File: src/rtl/assert_macros.svh
// Assertion macros shared by the loop difference engine RTL
`ifndef ASSERT_MACROS_SVH
`define ASSERT_MACROS_SVH
`ifndef SYNTHESIS
// property that must hold at every clock edge outside reset
`define ASSERT_ALWAYS(lbl, clk, rst_n, prop, msg) \
    lbl: assert property (@(posedge clk) disable iff (!rst_n) (prop)) else $error(msg);
// same-cycle implication
`define ASSERT_IMPLIES(lbl, clk, rst_n, ante, cons, msg) \
    lbl: assert property (@(posedge clk) disable iff (!rst_n) (ante) |-> (cons)) \
        else $error(msg);
`else
`define ASSERT_ALWAYS(lbl, clk, rst_n, prop, msg)
`define ASSERT_IMPLIES(lbl, clk, rst_n, ante, cons, msg)
`endif
`endif

File: src/rtl/lde_ram.sv
// Generic single-write, single-read RAM with registered read data
module lde_ram #(
    parameter int WIDTH = 8,
    parameter int DEPTH = 16
) (
    input  logic                     i_clk,
    input  logic                     i_we,
    input  logic [$clog2(DEPTH)-1:0] i_waddr,
    input  logic [WIDTH-1:0]         i_wdata,
    input  logic [$clog2(DEPTH)-1:0] i_raddr,
    output logic [WIDTH-1:0]         o_rdata
);
    logic [WIDTH-1:0] r_mem [DEPTH];

    always_ff @(posedge i_clk) begin
        if (i_we) begin
            r_mem[i_waddr] <= i_wdata;
        end
        o_rdata <= r_mem[i_raddr];
    end
endmodule

File: config.mk
export PLATFORM = sky130hd
export DESIGN_NAME = lde_ram
export DESIGN_NICKNAME = d
export VERILOG_FILES = /design/src/rtl/assert_macros.svh /design/src/rtl/lde_ram.sv
export SDC_FILE = /design/constraint.sdc
export NUM_CORES = 1
export LEC_CHECK = 0
export BUFFER_PORTS_ARGS = -buffer_cell sky130_fd_sc_hd__buf_2
export CORE_MARGIN = 3
export CORE_UTILIZATION = 55
export DETAILED_ROUTE_END_ITERATION = 7
export HOLD_SLACK_MARGIN = 0.02
export PLACE_DENSITY = 0.84
export REMOVE_ABC_BUFFERS = 1
export SLEW_MARGIN = 30
export SYNTH_ARGS = -nofsm -noshare
export SYNTH_HDL_FRONTEND = slang
export SYNTH_SLANG_ARGS = --single-unit
File: constraint.sdc
create_clock -name i_clk -period 2.14 [get_ports i_clk]
set_clock_uncertainty 0.2 [all_clocks]
set_input_delay 0.214 -clock i_clk [delete_from_list [all_inputs] [get_ports i_clk]]
set_output_delay 0.214 -clock i_clk [all_outputs]
set_load 0.02 [all_outputs]
==> summary.txt <==
Clock tree
  – Clk pin slew, worst setup/hold paths: 0.06 ns
  – CTS Root Cell: clkbuf_8
  – # resized after CTS: 0
  – Clock buffer depth: 2
  – CTS Sinks: 136
  – Clock buffer count from CTS: 17
  – CTS tree: built
  – H-tree level count: 4
  – Clock insertion delay at the later pin of the skew report: 0.52 ns

Finish
  – Fill count: 533
  – Finished Layout Cells: 412
  – Layout area overhead: 20.6%
  – Layout cells sized above 1: 0.313
  – Final Cell Area: 6210 um2
  – Total Nets Final: 310
  – ANT cells: 0

Worst setup path
  – Worst Setup SP: r_mem[4][1]
  – CP cell instances: mux4_1 -> a22oi_1 -> nand2_1
  – Critical path's slowest cell: mux4_1
  – R2R depth: 3
  – Reg2reg end: o_rdata[1]
  – Arrival time of the worst setup path: 1.79 ns
  – Worst r2r src: r_mem[4][1]
  – Worst setup EP type: register
  – Worst Setup Start Kind: register
  – Worst-path fanout max: 1
  – Max incr delay on CP: 0.55 ns
  – Reg-to-reg setup timing slack: 0.55 ns
  – Setup Crit Path Kind: register to register
  – Crit path required time: 2.34 ns

Routing
  – DRT antenna net count: 0
  – DRT iter0 DRCs: 157
  – Via/cell ratio: 5.94
  – DR WL/cell: 22.6 um
  – DR DRC count: 0
  – TritonRoute pass-1 iters: 4
  – Final WL: 9.31 mm
  – Via count: 2446

Logic synthesis
  – YS warnings: 0
  – Seq cells post-synth: 136
  – Synthesized cell area: 5150 um2
  – Sequential share of the synthesized area: 0.778
  – Syn Inst Count: 229
  – Synth top area cells: edfxtp_1 (75%), mux4_2 (7.9%), mux4_1 (7.1%), dfxtp_1 (3.1%), a22oi_1 (2.3%)
  – Netlist cell types: 19
  – Async set-reset flop share out of synthesis: 0
  – Prevailing post-synth register cell: edfxtp_1
  – Synth top area share: 0.747
  – Mapped Avg Cell Area: 22.5 um2
  – Synth top cells by count: edfxtp_1 (128), mux4_2 (18), a22oi_1 (16), mux4_1 (14), nor2_1 (13)
  – Most common cell in the netlist: edfxtp_1
  – Library cell with the largest summed area after synthesis: edfxtp_1
  – EDFF count, synth: 128

GRT
  – First-pass GRT wire length: 14.6 mm
  – Initial antenna violation count: 0
  – Gr usage total: 0.204
  – Met1 GRT Util: 0.285
  – Remaining global-route overflow: 0
  – Met3 Usage GRT: 0.0697
  – Met2 Usage GRT: 0.311
  – Largest net degree at the start of global routing: 33
  – Vias in the first global route: 2555
  – Busiest grt layer: met2

Power
  – Pleak: 2.15 nW
  – VDD IR max: 0.000578 V
  – PwrDens: 1010 nW/um2

Timing
  – Fin worst setup slack: 0.550 ns
  – Fmax: 629 MHz
  – Unrepaired setup endpoints after global routing: false
  – Slew @ Worst Pin: 0.703 ns
  – Tcrit/Tclk final: 0.743
  – Slew headroom: 0.530
  – Final min period: 1.59 ns
  – Setup tns final: 0 ns
  – Pins Over Slew Limit: 0
  – Final setup violation count: 0
  – Hold slack final: 0.0607 ns
  – Hold Fails Final Rpt: 0

Die
  – Initial Util: 0.579
  – Num ports: 26
  – Die W: 103 um
  – Die Height: 103 um
  – Die ar.: 10600 um2
  – Core Footprint: 8890 um2
  – FP Rows: 34

Placed design
  – Post-DP HPWL: 6.01 mm
  – Port Buffers: 25
  – Placer Congestion: 0.791
  – Setup Slack @ Placement: 0.119 ns
  – Dpl cell area: 5520 um2
  – Cells after DPL: 373

Hold path
  – WHS Path Cells: 3
  – Hold Path End: r_mem[8][2]
  – Type of the worst min-delay path: primary input to register
  – HP Start: i_waddr[0]

Outcome
  – Status: completed

Job
  – Max Cap Viol: 0
sequential cells by signal (all words and copies together), names as in the netlist:
register  flops
r_mem       128
o_rdata       8
critical path, delay by kind of cell, from the launching register on:
kind	cells	cell delay, ns
AO/OA/AOI/OAI	1	0.25
flip-flops	1	0.37
multiplexers	1	0.55
AND/OR/NAND/NOR	1	0.10
how the worst max path moves through the flow:
stage	end	depth (start not counted)	slack, ns
floorplan	r_mem[0][0]	2	0.23
global placement	o_rdata[1]	5	0.21
detailed placement	o_rdata[1]	5	0.12
CTS	o_rdata[1]	3	0.52
global route	o_rdata[1]	3	0.47
finish	o_rdata[1]	3	0.55
metal layers:
layer  share of wire  up-vias
met5               0        -
met4           0.012        0
met3           0.081       11
met2            0.49       96
met1            0.41     1237
li1                -     1102
cell families after synthesis:
logic type	Yosys count	synth area share
simple gates	35	0.0318
flops	136	0.778
buf+inv	10	0.0168
mux	32	0.150
compound gates	16	0.0233
timing repair:
action                                 in CTS  in global routing
setup endpoints to repair                   0                  0
endpoints found under the hold margin     128                  0
buffers inserted                            0                  0
hold buffers                                8                  0
report_power, final:
| group | internal (mW) | total, mW | switching [mW] |
|---|---|---|---|
| Combinational | 0.134 | 0.307 | 0.173 |
| Sequential | 2.98 | 3.00 | 0.0199 |
| Clock | 1.90 | 2.97 | 1.07 |
| Total | 5.01 | 6.27 | 1.26 |
cell type report:
class	instances	area (um2)	area share
sequential	136	4000	0.645
multi-input combinational	83	1060	0.170
clock buffer	18	418	0.0673
timing repair buffer	54	400	0.0645
clock inverter	13	194	0.0312
tap	108	135	0.0218
per-stage QoR:
step | util | power [mW]
after floorplan | - | 3.19
after global placement | 0.620 | 3.34
after detailed placement | 0.620 | 3.35
after CTS | 0.698 | 6.33
after global routing | 0.698 | 6.48
final | 0.698 | 6.27
cell usage in the layout (no fill, tap or decap), types with 8 or more instances in the layout:
cell,Yosys,layout
buf_4,1,18
mux4_1,14,14
clkbuf_16,0,16
dlygate4sd3_1,0,8
a22oi_1,16,16
nand2_1,9,9
buf_2,3,25
edfxtp_1,128,128
nor2_1,13,13
dfxtp_1,8,8
mux4_2,18,18
No activity file was read; power rests on OpenSTA's default activity.
